File: config.mk
export PLATFORM = sky130hd
export DESIGN_NAME = battery_level_gauge_flat
export DESIGN_NICKNAME = d
export VERILOG_FILES = /design/src/hw/rtl/blg_pkg.sv /design/src/hw/rtl/blg_req_if.sv /design/src/hw/rtl/blg_rsp_if.sv /design/src/hw/rtl/battery_level_gauge.sv /design/src/hw/rtl/blg_csr.sv /design/src/hw/rtl/blg_convert.sv /design/src/flat_wrapper.sv
export SDC_FILE = /design/constraint.sdc
export NUM_CORES = 1
export LEC_CHECK = 0
export ABC_AREA = 0
export BUFFER_PORTS_ARGS = -buffer_cell sky130_fd_sc_hd__buf_2
export CAP_MARGIN = 20
export CORE_UTILIZATION = 60
export DETAILED_ROUTE_END_ITERATION = 7
export GPL_ROUTABILITY_DRIVEN = 0
export PLACE_DENSITY = 0.87
export SYNTH_ARGS = -nofsm -noshare
export SYNTH_HDL_FRONTEND = slang
export SYNTH_SLANG_ARGS = --single-unit
File: constraint.sdc
create_clock -name clock -period 13.8 [get_ports clock]
set_input_delay 2.76 -clock clock [delete_from_list [all_inputs] [get_ports clock]]
set_output_delay 2.76 -clock clock [all_outputs]
set_load 0.05 [all_outputs]
File: src/hw/rtl/blg_pkg.sv
`timescale 1ns / 1ps

package blg_pkg;

   // Field widths of the request and response words.
   localparam int TIME_W  = 63;
   localparam int MV_W    = 12;
   localparam int LEVEL_W = 8;
   localparam int HOLD_W  = 32;

   // Configuration port.
   localparam int DATA_W    = 32;
   localparam int ADDR_W    = 3;
   localparam int REG_IDX_W = 1;

   // Battery voltage is the pin voltage times three: 12285 mV at most.
   localparam int VOLT_W = MV_W + 2;
   localparam int PCT_W  = 7;

   // Charge curve, highest voltage first.
   localparam int TABLE_POINTS = 15;
   localparam int SEG_COUNT    = TABLE_POINTS - 1;
   localparam int SEG_IDX_W    = $clog2(SEG_COUNT);

   localparam logic [VOLT_W-1:0] PT_MV [TABLE_POINTS] = '{
      14'd4120, 14'd4080, 14'd4020, 14'd3960, 14'd3900,
      14'd3840, 14'd3780, 14'd3720, 14'd3660, 14'd3600,
      14'd3540, 14'd3480, 14'd3400, 14'd3300, 14'd3000
   };

   localparam logic [PCT_W-1:0] PT_PCT [TABLE_POINTS] = '{
      7'd100, 7'd92, 7'd82, 7'd70, 7'd58,
      7'd47,  7'd37, 7'd28, 7'd20, 7'd14,
      7'd9,   7'd6,  7'd3,  7'd1,  7'd0
   };

   // Interpolation divides by twice the segment span through a scaled reciprocal.
   // The offset inside a segment stays below 300 mV, the numerator below 2048.
   localparam int RECIP_SHIFT = 21;
   localparam int OFS_W       = 9;
   localparam int MULT_W      = 19;
   localparam int BIAS_W      = 21;
   localparam int PROD_W      = 28;

   localparam logic [HOLD_W-1:0]  HOLD_RESET = 32'd5000000;
   localparam logic [LEVEL_W-1:0] LEVEL_NONE = 8'hFF;

   typedef enum logic [REG_IDX_W-1:0] {
      REG_ENABLE = 1'b0,
      REG_HOLD   = 1'b1
   } blg_reg_type;

   typedef struct packed {
      logic              enable;
      logic [HOLD_W-1:0] hold_interval_us;
   } blg_cfg_type;

endpackage

File: src/hw/rtl/blg_req_if.sv
`timescale 1ns / 1ps

interface blg_req_if;
   logic                        valid;
   logic                        ready;
   logic [blg_pkg::TIME_W-1:0]  now_us;
   logic                        sample_valid;
   logic [blg_pkg::MV_W-1:0]    sample_mv;

   modport source (output valid, now_us, sample_valid, sample_mv, input ready);
   modport sink   (input valid, now_us, sample_valid, sample_mv, output ready);
endinterface

File: src/hw/rtl/blg_rsp_if.sv
`timescale 1ns / 1ps

interface blg_rsp_if;
   logic                              valid;
   logic                              ready;
   logic signed [blg_pkg::LEVEL_W-1:0] level_percent;

   modport source (output valid, level_percent, input ready);
   modport sink   (input valid, level_percent, output ready);
endinterface

File: src/hw/rtl/battery_level_gauge.sv
`timescale 1ns / 1ps
// A word accepted on the request channel passes through the input stage and the
// result register to the response channel, one word per cycle unless that channel
// stalls. The hold check, the curve lookup and the interpolation multiply all sit
// between the input stage and the result register.
// Reset: clears the sample history, sets the cached level to -1, enable to 0
// and the hold interval to 5000000 us; both channels come out empty.

module battery_level_gauge (
   input  logic                        clock,
   input  logic                        reset,
   blg_req_if.sink                     req_chan,
   blg_rsp_if.source                   rsp_chan,
   input  logic                        psel,
   input  logic                        penable,
   input  logic                        pwrite,
   input  logic [blg_pkg::ADDR_W-1:0]  paddr,
   input  logic [blg_pkg::DATA_W-1:0]  pwdata,
   output logic [blg_pkg::DATA_W-1:0]  prdata,
   output logic                        pready
);

   blg_pkg::blg_cfg_type cfg;

   // Input stage.
   logic                          s1_valid_ff, s1_valid_in;
   logic [blg_pkg::TIME_W-1:0]    s1_now_ff;
   logic                          s1_ok_ff;
   logic [blg_pkg::MV_W-1:0]      s1_mv_ff;

   // Sample history.
   logic                          has_sampled_ff, has_sampled_in;
   logic [blg_pkg::TIME_W-1:0]    last_sample_ff, last_sample_in;
   logic [blg_pkg::LEVEL_W-1:0]   cached_level_ff, cached_level_in;

   // Result register.
   logic                          rsp_valid_ff, rsp_valid_in;
   logic [blg_pkg::LEVEL_W-1:0]   rsp_level_ff, rsp_level_in;

   logic                          req_fire;
   logic                          rsp_fire;
   logic                          out_free;
   logic                          s1_fire;
   logic [blg_pkg::TIME_W:0]      elapsed;
   logic                          held;
   logic [blg_pkg::LEVEL_W-1:0]   conv_level;
   logic [blg_pkg::LEVEL_W-1:0]   level_out;

   blg_csr u_csr (
      .clock   (clock),
      .reset   (reset),
      .psel    (psel),
      .penable (penable),
      .pwrite  (pwrite),
      .paddr   (paddr),
      .pwdata  (pwdata),
      .prdata  (prdata),
      .pready  (pready),
      .cfg     (cfg)
   );

   blg_convert u_convert (
      .sample_mv (s1_mv_ff),
      .level     (conv_level)
   );

   // Handshakes: the input stage moves on whenever the result register is free.
   // No word is taken while reset is asserted.
   assign out_free       = !rsp_valid_ff || rsp_chan.ready;
   assign s1_fire        = s1_valid_ff && out_free;
   assign req_chan.ready = !reset && (!s1_valid_ff || out_free);
   assign req_fire       = req_chan.valid && req_chan.ready;
   assign rsp_fire       = rsp_valid_ff && rsp_chan.ready;

   assign rsp_chan.valid         = rsp_valid_ff;
   assign rsp_chan.level_percent = rsp_level_ff;

   // Hold check; a borrow means time went backwards, which also counts as held.
   assign elapsed = {1'b0, s1_now_ff} - {1'b0, last_sample_ff};
   assign held    = has_sampled_ff &&
                    (elapsed[blg_pkg::TIME_W] ||
                     (elapsed[blg_pkg::TIME_W-1:0] <
                      blg_pkg::TIME_W'(cfg.hold_interval_us)));

   // State update and result selection for the word in the input stage.
   always_comb begin
      has_sampled_in  = has_sampled_ff;
      last_sample_in  = last_sample_ff;
      cached_level_in = cached_level_ff;
      level_out       = cached_level_ff;
      if (s1_fire) begin
         if (!cfg.enable) begin
            level_out = blg_pkg::LEVEL_NONE;
         end else if (!held) begin
            has_sampled_in = 1'b1;
            last_sample_in = s1_now_ff;
            if (s1_ok_ff) begin
               cached_level_in = conv_level;
            end
            level_out = cached_level_in;
         end
      end
   end

   // Valid flags of both stages.
   always_comb begin
      s1_valid_in  = s1_valid_ff;
      rsp_valid_in = rsp_valid_ff;
      rsp_level_in = rsp_level_ff;
      if (s1_fire) begin
         s1_valid_in = 1'b0;
      end
      if (req_fire) begin
         s1_valid_in = 1'b1;
      end
      if (rsp_fire) begin
         rsp_valid_in = 1'b0;
      end
      if (s1_fire) begin
         rsp_valid_in = 1'b1;
         rsp_level_in = level_out;
      end
   end

   always_ff @(posedge clock) begin
      if (reset) begin
         s1_valid_ff     <= 1'b0;
         rsp_valid_ff    <= 1'b0;
         has_sampled_ff  <= 1'b0;
         last_sample_ff  <= '0;
         cached_level_ff <= blg_pkg::LEVEL_NONE;
      end else begin
         s1_valid_ff     <= s1_valid_in;
         rsp_valid_ff    <= rsp_valid_in;
         has_sampled_ff  <= has_sampled_in;
         last_sample_ff  <= last_sample_in;
         cached_level_ff <= cached_level_in;
      end
   end

   // Payload registers.
   always_ff @(posedge clock) begin
      if (req_fire) begin
         s1_now_ff <= req_chan.now_us;
         s1_ok_ff  <= req_chan.sample_valid;
         s1_mv_ff  <= req_chan.sample_mv;
      end
      rsp_level_ff <= rsp_level_in;
   end

   // A word leaving the input stage always lands in the result register.
   a_stage_to_rsp: assert property (@(posedge clock) disable iff (reset)
      s1_fire |=> rsp_valid_ff)
      else $error("input stage word did not reach the result register");

   // While disabled every result is -1.
   a_disabled_none: assert property (@(posedge clock) disable iff (reset)
      (s1_fire && !cfg.enable) |=> (rsp_level_ff == blg_pkg::LEVEL_NONE))
      else $error("disabled gauge returned a level other than -1");

   // The cached level is -1 or a percent.
   a_cached_range: assert property (@(posedge clock) disable iff (reset)
      ($signed(cached_level_ff) >= -8'sd1) && ($signed(cached_level_ff) <= 8'sd100))
      else $error("cached level out of range");

   // Once a sample is taken the history never clears outside reset.
   a_sampled_sticks: assert property (@(posedge clock) disable iff (reset)
      has_sampled_ff |=> has_sampled_ff)
      else $error("sample history lost");

   // The history only moves when a word is processed.
   a_history_quiet: assert property (@(posedge clock) disable iff (reset)
      !s1_fire |=> ($stable(last_sample_ff) && $stable(cached_level_ff)))
      else $error("history changed without a word");

endmodule

File: src/hw/rtl/blg_csr.sv
`timescale 1ns / 1ps

module blg_csr (
   input  logic                        clock,
   input  logic                        reset,
   input  logic                        psel,
   input  logic                        penable,
   input  logic                        pwrite,
   input  logic [blg_pkg::ADDR_W-1:0]  paddr,
   input  logic [blg_pkg::DATA_W-1:0]  pwdata,
   output logic [blg_pkg::DATA_W-1:0]  prdata,
   output logic                        pready,
   output blg_pkg::blg_cfg_type        cfg
);

   blg_pkg::blg_cfg_type cfg_ff;
   blg_pkg::blg_cfg_type cfg_in;
   blg_pkg::blg_reg_type reg_sel;
   logic                 wr_en;

   // Registers sit on 4-byte boundaries.
   assign reg_sel = blg_pkg::blg_reg_type'(paddr[2 +: blg_pkg::REG_IDX_W]);
   assign wr_en   = psel & penable & pwrite;
   assign pready  = 1'b1;
   assign cfg     = cfg_ff;

   // Register write decode.
   always_comb begin
      cfg_in = cfg_ff;
      if (wr_en) begin
         case (reg_sel)
            blg_pkg::REG_ENABLE: cfg_in.enable = pwdata[0];
            blg_pkg::REG_HOLD: cfg_in.hold_interval_us = pwdata[blg_pkg::HOLD_W-1:0];
            default: cfg_in = cfg_ff;
         endcase
      end
   end

   // Read mux.
   always_comb begin
      case (reg_sel)
         blg_pkg::REG_ENABLE: prdata = {{(blg_pkg::DATA_W-1){1'b0}}, cfg_ff.enable};
         blg_pkg::REG_HOLD: prdata = blg_pkg::DATA_W'(cfg_ff.hold_interval_us);
         default: prdata = '0;
      endcase
   end

   always_ff @(posedge clock) begin
      if (reset) begin
         cfg_ff.enable           <= 1'b0;
         cfg_ff.hold_interval_us <= blg_pkg::HOLD_RESET;
      end else begin
         cfg_ff <= cfg_in;
      end
   end

endmodule

File: src/hw/rtl/blg_convert.sv
`timescale 1ns / 1ps

module blg_convert (
   input  logic [blg_pkg::MV_W-1:0]     sample_mv,
   output logic [blg_pkg::LEVEL_W-1:0]  level
);

   logic [blg_pkg::VOLT_W-1:0] volt;
   logic [blg_pkg::SEG_COUNT-1:0] hit;
   logic [blg_pkg::MULT_W-1:0] seg_mult [blg_pkg::SEG_COUNT];
   logic [blg_pkg::BIAS_W-1:0] seg_bias [blg_pkg::SEG_COUNT];
   logic [blg_pkg::MULT_W-1:0] sel_mult;
   logic [blg_pkg::BIAS_W-1:0] sel_bias;
   logic [blg_pkg::VOLT_W-1:0] sel_lo_mv;
   logic [blg_pkg::PCT_W-1:0]  sel_lo_pct;
   logic [blg_pkg::VOLT_W-1:0] ofs_full;
   logic [blg_pkg::OFS_W-1:0]  ofs;
   logic [blg_pkg::PROD_W-1:0] prod;
   logic [blg_pkg::PCT_W-1:0]  quot;
   logic [blg_pkg::PCT_W-1:0]  pct;
   logic                       at_top;
   logic                       at_bottom;

   // Battery voltage is three times the pin voltage.
   assign volt = {1'b0, sample_mv, 1'b0} + {2'b00, sample_mv};

   // Per-segment constants: the numerator (ofs * 2 * dpct + span) is divided by
   // 2 * span through a reciprocal scaled by 2^RECIP_SHIFT, folded into one
   // multiply and one add.
   for (genvar k = 0; k < blg_pkg::SEG_COUNT; k++) begin : g_seg
      localparam int unsigned SPAN  = blg_pkg::PT_MV[k] - blg_pkg::PT_MV[k+1];
      localparam int unsigned DPCT  = blg_pkg::PT_PCT[k] - blg_pkg::PT_PCT[k+1];
      localparam int unsigned DIV2  = 2 * SPAN;
      localparam int unsigned RECIP = ((1 << blg_pkg::RECIP_SHIFT) + DIV2 - 1) / DIV2;
      localparam int unsigned MULT  = 2 * DPCT * RECIP;
      localparam int unsigned BIAS  = SPAN * RECIP;

      assign seg_mult[k] = blg_pkg::MULT_W'(MULT);
      assign seg_bias[k] = blg_pkg::BIAS_W'(BIAS);
      assign hit[k] = (volt >= blg_pkg::PT_MV[k+1]) && (volt < blg_pkg::PT_MV[k]);
   end

   // The segments are disjoint, so an AND-OR mux picks the constants.
   always_comb begin
      sel_mult   = '0;
      sel_bias   = '0;
      sel_lo_mv  = '0;
      sel_lo_pct = '0;
      for (int k = 0; k < blg_pkg::SEG_COUNT; k++) begin
         if (hit[k]) begin
            sel_mult   = sel_mult | seg_mult[k];
            sel_bias   = sel_bias | seg_bias[k];
            sel_lo_mv  = sel_lo_mv | blg_pkg::PT_MV[k+1];
            sel_lo_pct = sel_lo_pct | blg_pkg::PT_PCT[k+1];
         end
      end
   end

   // Interpolation within the selected segment, rounded half up.
   assign ofs_full = volt - sel_lo_mv;
   assign ofs      = ofs_full[blg_pkg::OFS_W-1:0];
   assign prod     = blg_pkg::PROD_W'(ofs) * blg_pkg::PROD_W'(sel_mult)
                     + blg_pkg::PROD_W'(sel_bias);
   assign quot     = prod[blg_pkg::RECIP_SHIFT +: blg_pkg::PCT_W];

   // Clamp outside the curve.
   assign at_top    = volt >= blg_pkg::PT_MV[0];
   assign at_bottom = volt <= blg_pkg::PT_MV[blg_pkg::TABLE_POINTS-1];

   always_comb begin
      if (at_top) begin
         pct = blg_pkg::PT_PCT[0];
      end else if (at_bottom) begin
         pct = blg_pkg::PT_PCT[blg_pkg::TABLE_POINTS-1];
      end else begin
         pct = sel_lo_pct + quot;
      end
   end

   assign level = blg_pkg::LEVEL_W'(pct);

endmodule

File: src/flat_wrapper.sv
// flat-port wrapper written by rule: the top's interface ports become plain ports
module battery_level_gauge_flat 
  (clock, reset, psel, penable, pwrite, paddr, pwdata, prdata, pready, req_chan_valid, req_chan_now_us, req_chan_sample_valid, req_chan_sample_mv, req_chan_ready, rsp_chan_valid, rsp_chan_level_percent, rsp_chan_ready);
  blg_req_if req_chan_i ();
  blg_rsp_if rsp_chan_i ();
  input  logic clock;
  input  logic reset;
  input  logic psel;
  input  logic penable;
  input  logic pwrite;
  input  logic [blg_pkg::ADDR_W-1:0] paddr;
  input  logic [blg_pkg::DATA_W-1:0] pwdata;
  output logic [blg_pkg::DATA_W-1:0] prdata;
  output logic pready;
  input wire logic [$bits(req_chan_i.valid)-1:0] req_chan_valid;
  input wire logic [$bits(req_chan_i.now_us)-1:0] req_chan_now_us;
  input wire logic [$bits(req_chan_i.sample_valid)-1:0] req_chan_sample_valid;
  input wire logic [$bits(req_chan_i.sample_mv)-1:0] req_chan_sample_mv;
  output wire logic [$bits(req_chan_i.ready)-1:0] req_chan_ready;
  output wire logic [$bits(rsp_chan_i.valid)-1:0] rsp_chan_valid;
  output wire logic [$bits(rsp_chan_i.level_percent)-1:0] rsp_chan_level_percent;
  input wire logic [$bits(rsp_chan_i.ready)-1:0] rsp_chan_ready;
  assign req_chan_i.valid = req_chan_valid;
  assign req_chan_i.now_us = req_chan_now_us;
  assign req_chan_i.sample_valid = req_chan_sample_valid;
  assign req_chan_i.sample_mv = req_chan_sample_mv;
  assign req_chan_ready = req_chan_i.ready;
  assign rsp_chan_valid = rsp_chan_i.valid;
  assign rsp_chan_level_percent = rsp_chan_i.level_percent;
  assign rsp_chan_i.ready = rsp_chan_ready;
  battery_level_gauge u_core (.clock(clock), .reset(reset), .req_chan(req_chan_i), .rsp_chan(rsp_chan_i), .psel(psel), .penable(penable), .pwrite(pwrite), .paddr(paddr), .pwdata(pwdata), .prdata(prdata), .pready(pready));
endmodule
# Word-level counts from Yosys, hierarchy flattened

Cells that the tools add are included.

Flip-flop bits (word level): 191
Input bits: 118
Output and inout port bits: 43
Logic and storage cells: 147

Add/sub/neg operators: 5
Multiply operators: 1
Order comparisons: 31
Muxes and demuxes: 64
Bitwise gates (word level): 4
Reduce and logical (&&, ||, !) cells: 31

Operators with widths:

| kind                                                                           | count |
|---|---|
| 21-bit two-way mux                                                             | 14 |
| 14-bit by 12-bit >= comparator with 1-bit output, second input constant        | 14 |
| 14-bit by 12-bit less-than comparator with 1-bit output, second input constant | 13 |
| 19-bit two-way mux                                                             | 8 |
| 9-bit two-way mux                                                              | 9 |
| 32-bit case mux with 2 select lines                                            | 1 |
| 63-bit by 63-bit subtractor with 64-bit output                                 | 1 |
| 63-bit by 32-bit less-than comparator with 1-bit output                        | 1 |
| 7-bit two-way mux                                                              | 6 |
| 8-bit two-way mux                                                              | 5 |
| 18-bit two-way mux                                                             | 2 |
| 17-bit two-way mux                                                             | 2 |
| 28-bit by 21-bit adder with 28-bit output                                      | 1 |
| 9-bit by 19-bit multiplier with 28-bit output                                  | 1 |
| 1-bit logical AND                                                              | 19 |
| 6-bit two-way mux                                                              | 3 |
| 16-bit two-way mux                                                             | 1 |
| 5-bit two-way mux                                                              | 3 |
| 13-bit by 12-bit adder with 14-bit output                                      | 1 |
| 14-bit by 13-bit >= comparator with 1-bit output, second input constant        | 1 |
| 14-bit by 12-bit <= comparator with 1-bit output, second input constant        | 1 |
| 14-bit by 13-bit less-than comparator with 1-bit output, second input constant | 1 |
| 13-bit two-way mux                                                             | 1 |
| 9-bit subtractor                                                               | 1 |
| 12 further kinds                                                               | 26 |

# Longest topological paths before layout

Word-level depth: 25
Gate-level depth with buffers: 52
Depth with buffers taken out: 51

# By module

From an unflattened synthesis, not the netlist that was laid out.

Cell total of the unflattened synthesis: 2406
Area total of the unflattened synthesis: 20148.1 um^2

Modules (own cells, without submodules):

| module              | instances | cells each | area each (um^2) | seq. area each (um^2) |
|---|---|---|---|---|
| battery_level_gauge | 1         | 1321       | 11131.9          | 4003.8 |
| blg_convert         | 1         | 904        | 7313.3           | 0.0 |
| blg_csr             | 1         | 181        | 1702.9           | 660.6 |

# Worst setup path before layout

Ideal clock, no wire load.

Kind: flip-flop to flip-flop
Start: reg u_core.s1_mv_ff[0] (netlist bit)
End: reg u_core.rsp_level_ff (netlist bit u_core.rsp_chan.level_percent[6]), data pin
Library setup time: 263 ps
Arrival: 10910 ps
Required time: 13537 ps
Setup slack: 2627 ps
Cell stages (with the launch flop): 50
Buffers on the path: 2
Period minus slack after synthesis: 11173 ps
Path through: edfxtp_1 > ha_1 > inv_1 > fa_1 > nand2b_1 > a21boi_1 > nor2_1 > xor2_1 > clkbuf_1 > nor3_1 > or4_1 > a21oi_1 > nand2b_1 > nor3_1 > fa_1 > a21o_1 > a21oi_1 > o21bai_1 > [14 not listed] > a21o_1 > a21o_1 > o21bai_1 > a21o_1 > a211o_1 > a31oi_1 > xnor2_1 > ha_1 > fa_1 > a21o_1 > a21o_1 > a21o_1 > a21oi_1 > xnor2_1 > xnor2_1 > xnor2_1 > nand2_1 > a31oi_1

Cells in the longest elaborated chain, start to end: 25
Elaborated cells on any way between the ends: 108
Classes of those cells: add/sub: 4; mul: 1; order compare: 30; mux: 59; reduce/logical: 14

Ends and longest elaborated chain:

| item                                                                                                                               | line                       | text |
|---|---|---|
| start, declared                                                                                                                    | battery_level_gauge.sv:29  | `logic [blg_pkg::MV_W-1:0] s1_mv_ff;` |
| start signal, assigned                                                                                                             | battery_level_gauge.sv:146 | `s1_mv_ff <= req_chan.sample_mv;` |
| 13-bit by 12-bit adder with 14-bit output *                                                                                        | blg_convert.sv:25          | `assign volt = {1'b0, sample_mv, 1'b0} + {2'b00, sample_mv};` |
| 14-bit by 12-bit >= comparator with 1-bit output / 14-bit by 13-bit less-than comparator with 1-bit output (equally long branches) | blg_convert.sv:40          | `assign hit[k] = (volt >= blg_pkg::PT_MV[k+1]) && (volt < blg_pkg::PT_MV[k]);` |
| 1-bit logical AND                                                                                                                  | blg_convert.sv:40          |  |
| 9-bit two-way mux (5 in series)                                                                                                    | blg_convert.sv:50          | `if (hit[k]) begin` |
| 8-bit two-way mux (2 in series)                                                                                                    | blg_convert.sv:50          |  |
| 7-bit two-way mux                                                                                                                  | blg_convert.sv:50          |  |
| 5-bit two-way mux                                                                                                                  | blg_convert.sv:50          |  |
| 9-bit two-way mux (3 in series)                                                                                                    | blg_convert.sv:50          |  |
| [2 not listed]                                                                                                                     | -                          |  |
| 9-bit subtractor                                                                                                                   | blg_convert.sv:60          | `assign ofs_full = volt - sel_lo_mv;` |
| 9-bit by 19-bit multiplier with 28-bit output                                                                                      | blg_convert.sv:62          | `assign prod = blg_pkg::PROD_W'(ofs) * blg_pkg::PROD_W'(sel_mult)` |
| 28-bit by 21-bit adder with 28-bit output                                                                                          | blg_convert.sv:63          | `+ blg_pkg::PROD_W'(sel_bias);` |
| 7-bit adder                                                                                                                        | blg_convert.sv:76          | `pct = sel_lo_pct + quot;` |
| 7-bit two-way mux                                                                                                                  | blg_convert.sv:73          | `end else if (at_bottom) begin` |
| 7-bit two-way mux *                                                                                                                | blg_convert.sv:71          | `if (at_top) begin` |
| 8-bit two-way mux *                                                                                                                | battery_level_gauge.sv:97  | `if (s1_ok_ff) begin` |
| 8-bit two-way mux *                                                                                                                | battery_level_gauge.sv:94  | `end else if (!held) begin` |
| end signal, assigned                                                                                                               | battery_level_gauge.sv:148 | `rsp_level_ff <= rsp_level_in;` |
| end, declared                                                                                                                      | battery_level_gauge.sv:38  | `logic [blg_pkg::LEVEL_W-1:0] rsp_level_ff, rsp_level_in;` |

Mark *: on every way between the ends. The rest lies on a longest branch, timed or not.
A chain may end at the register's enable or synchronous reset.

# Worst setup path in the final report

Same ends and word-level chain as after synthesis.

==> results by group <==
Cells and area
  • Finished Layout Cells: between 2,000 and 3,000
  • Most frequent cells in the layout: nand2_1, inv_1, nor2_1
  • Layout cells sized above 1: 0.1028
  • Layout area overhead: 8.263%
  • Final nets: about 2,900
  • Filler cells: about 2,500
  • Register area: approximately 4700 µm²
  • Multi-input logic area: 13,180 µm²
  • Diode count: 0
  • Commonest non-fill, non-tap cell in the layout: nand2_1

Global routing
  • Antenna violations before repair: 0
  • Largest net degree at the start of global routing: 115
  • Vias in the first global route: ~17,000
  • Global-route wire length before repair: slightly above 80 mm
  • Grt ovf: 0
  • All-Layer GR Usage: 0.3094

Floorplanning
  • Core area: around 32,000 µm²
  • Starting Density: 0.6112
  • Vert. Die Dim: roughly 180 µm
  • Io pins: ~160
  • Die W: ~180 µm
  • Num rows: 65
  • Full die area: between 30,000 and 40,000 µm²

STA
  • Max Slew Vio Count: 0
  • Max transition margin: 0.1685
  • Max Fclk: around 76 MHz
  • RSZ-0062 raised after global routing: false
  • Worst Tran Pin Value: around 1.2 ns
  • Tmin final: 13.11 ns
  • Fin crit share: 0.9500
  • Worst Skew: slightly above 0.01 ns
  • Hold Vio Cnt, Final: 0
  • Setup violators final: 0
  • Post-route setup TNS: 0 ns

Min path
  • Worst hold endpoint: u_core.u_csr.cfg[16]$_SDFFE_PP0P_
  • Worst hold path type: reg -> reg
  • WHS Path Cells: 2
  • Worst Hold Launch: u_core.u_csr.cfg[16]$_SDFFE_PP0P_

Synthesis
  • Top cell type's share of synthesized area: 0.1305
  • Synth unique cells: 96
  • Post-Syn Area per Cell: between 8 and 9 µm²
  • Post-synthesis simple-gate area fraction: 0.2016
  • Number of synthesized flops with an enable pin: between 80 and 90
  • Compound-Gate Fraction of Synth Area: 0.1645
  • Largest family of logic cells by synthesized area: adder cells
  • Area leader, netlist: edfxtp_1
  • Fraction of synthesized area in multiplexers: 0.03430
  • Ys flop type: dfxtp_1
  • Post-Syn Area: roughly 19,000 µm²
  • Fraction of the mapped netlist area in adder cells: 0.2459
  • YS warnings: 0
  • Dominant cells by area after synthesis: edfxtp_1, fa_1, ha_1
  • Syn nets: between 2,000 and 3,000
  • Mapped Cells: about 2,400
  • Sequential share of the synthesized area: 0.2412
  • XOR/XNOR Fraction of Synth Area: 0.03391
  • Asr flop ratio synth: 0
  • Post-synthesis register bit count: ~190

Run status
  • Outcome: finished, violations left
  • Failing checks: design-rule violations

Drt
  • DR DRC count: 10
  • DR vias: approximately 18,000
  • 1st-iter DRT viols: 2,166
  • Via density: ~6.2
  • WL/cell: ~18 µm
  • DRT Pass-1 Iters: 8
  • Final WL: just over 50 mm
  • DRT antenna net count: 0

Clocking
  • Clock buffer count from CTS: 17
  • CTS Root Cell: clkbuf_16
  • Post-CTS sizing: 0
  • Reg clk slew, reported paths: 0.08 ns
  • Setup Buffers After CTS: 0
  • Clock sink total: 191
  • Clk buf depth: 2
  • CTS tree: done
  • Cts hold-fix bufs: 0
  • Clk_lat worst skew: between 0.4 and 0.5 ns
  • H-tree Lvls: 4

Worst setup path
  • Reg-to-Reg Start: u_core.s1_mv_ff[0]$_DFFE_PP_
  • WP data arrival: around 13 ns
  • Critical path's top delay family: compound AO/OA/AOI/OAI gates
  • R2r setup slk: about 0.69 ns
  • FF-to-FF End: u_core.rsp_chan.level_percent[6]$_SDFFCE_PN1P_
  • CP peak stage delay: 0.95 ns
  • CP endpoint kind: flip-flop
  • Buf/Inv on CP: 5
  • Most used cell, CP: xnor2_1
  • CP max stage cell: a2111oi_0
  • Critical path class: reg -> reg
  • Worst-path maximum fanout: 18
  • Worst R2R Path Depth: 48
  • Setup crit start kind: flip-flop
  • Critical Path Stages: 48
  • Critical Path RT: around 14 ns

Power
  • Static Leakage: about 9 nW
  • Pwr/cell area: slightly below 90 nW/µm²
  • Max rail drop VDD: 0.1067 mV

Placed design
  • Port buffer count: ~160
  • Placed Cells: around 2,800
  • HPWL Detailed: 38.87 mm

Job
  • Max_cap viols: 0
## logic make-up after synthesis
| family | after synthesis |
|---|---|
| and+or+nand+nor | 850 |
| other | 1 |
| muxes | 66 |
| xor gates and xnor gates | 74 |
| adders and majority gates | 308 |
| DFF | 191 |
| AOI/OAI and AO/OA | 492 |
| buffers and inverters | 380 |
## state kept, by name, summed over array words and instances (netlist names)
| name | count |
|---|---|
| u_core.last_sample_ff | 63 |
| u_core.s1_now_ff | 63 |
| u_core.u_csr.cfg | 33 |
| u_core.s1_mv_ff | 12 |
| u_core.cached_level_ff | 8 |
| u_core.rsp_chan.level_percent | 8 |
| u_core.has_sampled_ff | 1 |
| u_core.rsp_chan.valid | 1 |
| u_core.s1_ok_ff | 1 |
| u_core.s1_valid_ff | 1 |
## stage by stage
stage            util  area [µm²]  total power, W  setup slack [ns]  hold WS [ns]
4_1_cts        0.6590       20850        0.001838            0.9222        0.4588
3_5_place_dp   0.6397       20240        0.001317             1.043        0.4477
3_3_place_gp   0.6397       20240        0.001292             1.285        0.4415
2_1_floorplan       -       19340        0.001127             2.627        0.4347
5_1_grt        0.6617       20930        0.001955            0.1127        0.4773
6_report       0.6617       20930        0.001849            0.6906        0.4583
## tightest hold or removal path, cell delays in order, from the launching register on
cell and delay (ns):
dfxtp_1 0.31, nand2_1 0.05, a21oi_1 0.05
## layout make-up
class	count	share of cell area
Multi-Input combinational cell	1791	0.6294
Tap cell	402	0.02403
Sequential cell	191	0.2228
Inverter	273	0.04907
Clock buffer	20	0.02235
Clock inverter	12	0.006814
Timing Repair Buffer	173	0.04554
## synth_stat cells, drive strengths merged, types with 10 or more instances
master	instances
nand2	339
dfxtp	107
nor2	216
o21ai	111
nand2b	33
or3	16
mux2i	64
nor2b	22
xor2	33
xnor2	41
and2	19
nand4	45
or2	16
o211ai	18
o21bai	18
edfxtp	84
o21a	17
clkbuf	86
a21oi	161
ha	188
nor3	45
inv	271
a31oi	17
a2111oi	11
a21o	46
and3	15
a211oi	19
o31ai	10
fa	120
nor4	16
buf	21
nand3	47
## power by group
group	switching [W]	internal, W
Sequential	0.00000866	0.000605
Combinational	0.000459	0.000260
Clock	0.000244	0.000272
## worst max path at each step
stage	from	to	slack (ns)
6_report	u_core.s1_mv_ff[0]$_DFFE_PP_	u_core.rsp_chan.level_percent[6]$_SDFFCE_PN1P_	0.69
5_1_grt	u_core.s1_mv_ff[0]$_DFFE_PP_	u_core.rsp_chan.level_percent[6]$_SDFFCE_PN1P_	0.11
4_1_cts	u_core.s1_mv_ff[0]$_DFFE_PP_	u_core.rsp_chan.level_percent[6]$_SDFFCE_PN1P_	0.92
3_5_place_dp	u_core.s1_mv_ff[0]$_DFFE_PP_	u_core.rsp_chan.level_percent[6]$_SDFFCE_PN1P_	1.04
3_3_place_gp	u_core.s1_mv_ff[0]$_DFFE_PP_	u_core.rsp_chan.level_percent[6]$_SDFFCE_PN1P_	1.28
2_1_floorplan	u_core.s1_mv_ff[0]$_DFFE_PP_	u_core.rsp_chan.level_percent[6]$_SDFFCE_PN1P_	2.63
## metal layers
layer  up-vias  global-route usage  wire [µm]
met1      8163              0.3828      19880
li1       8251                   -          -
met4         0              0.1369       2147
met3       229             0.05917       4882
met5         -                   0          0
met2      1021              0.5248      24290
Power figures use the tool's default switching activity.
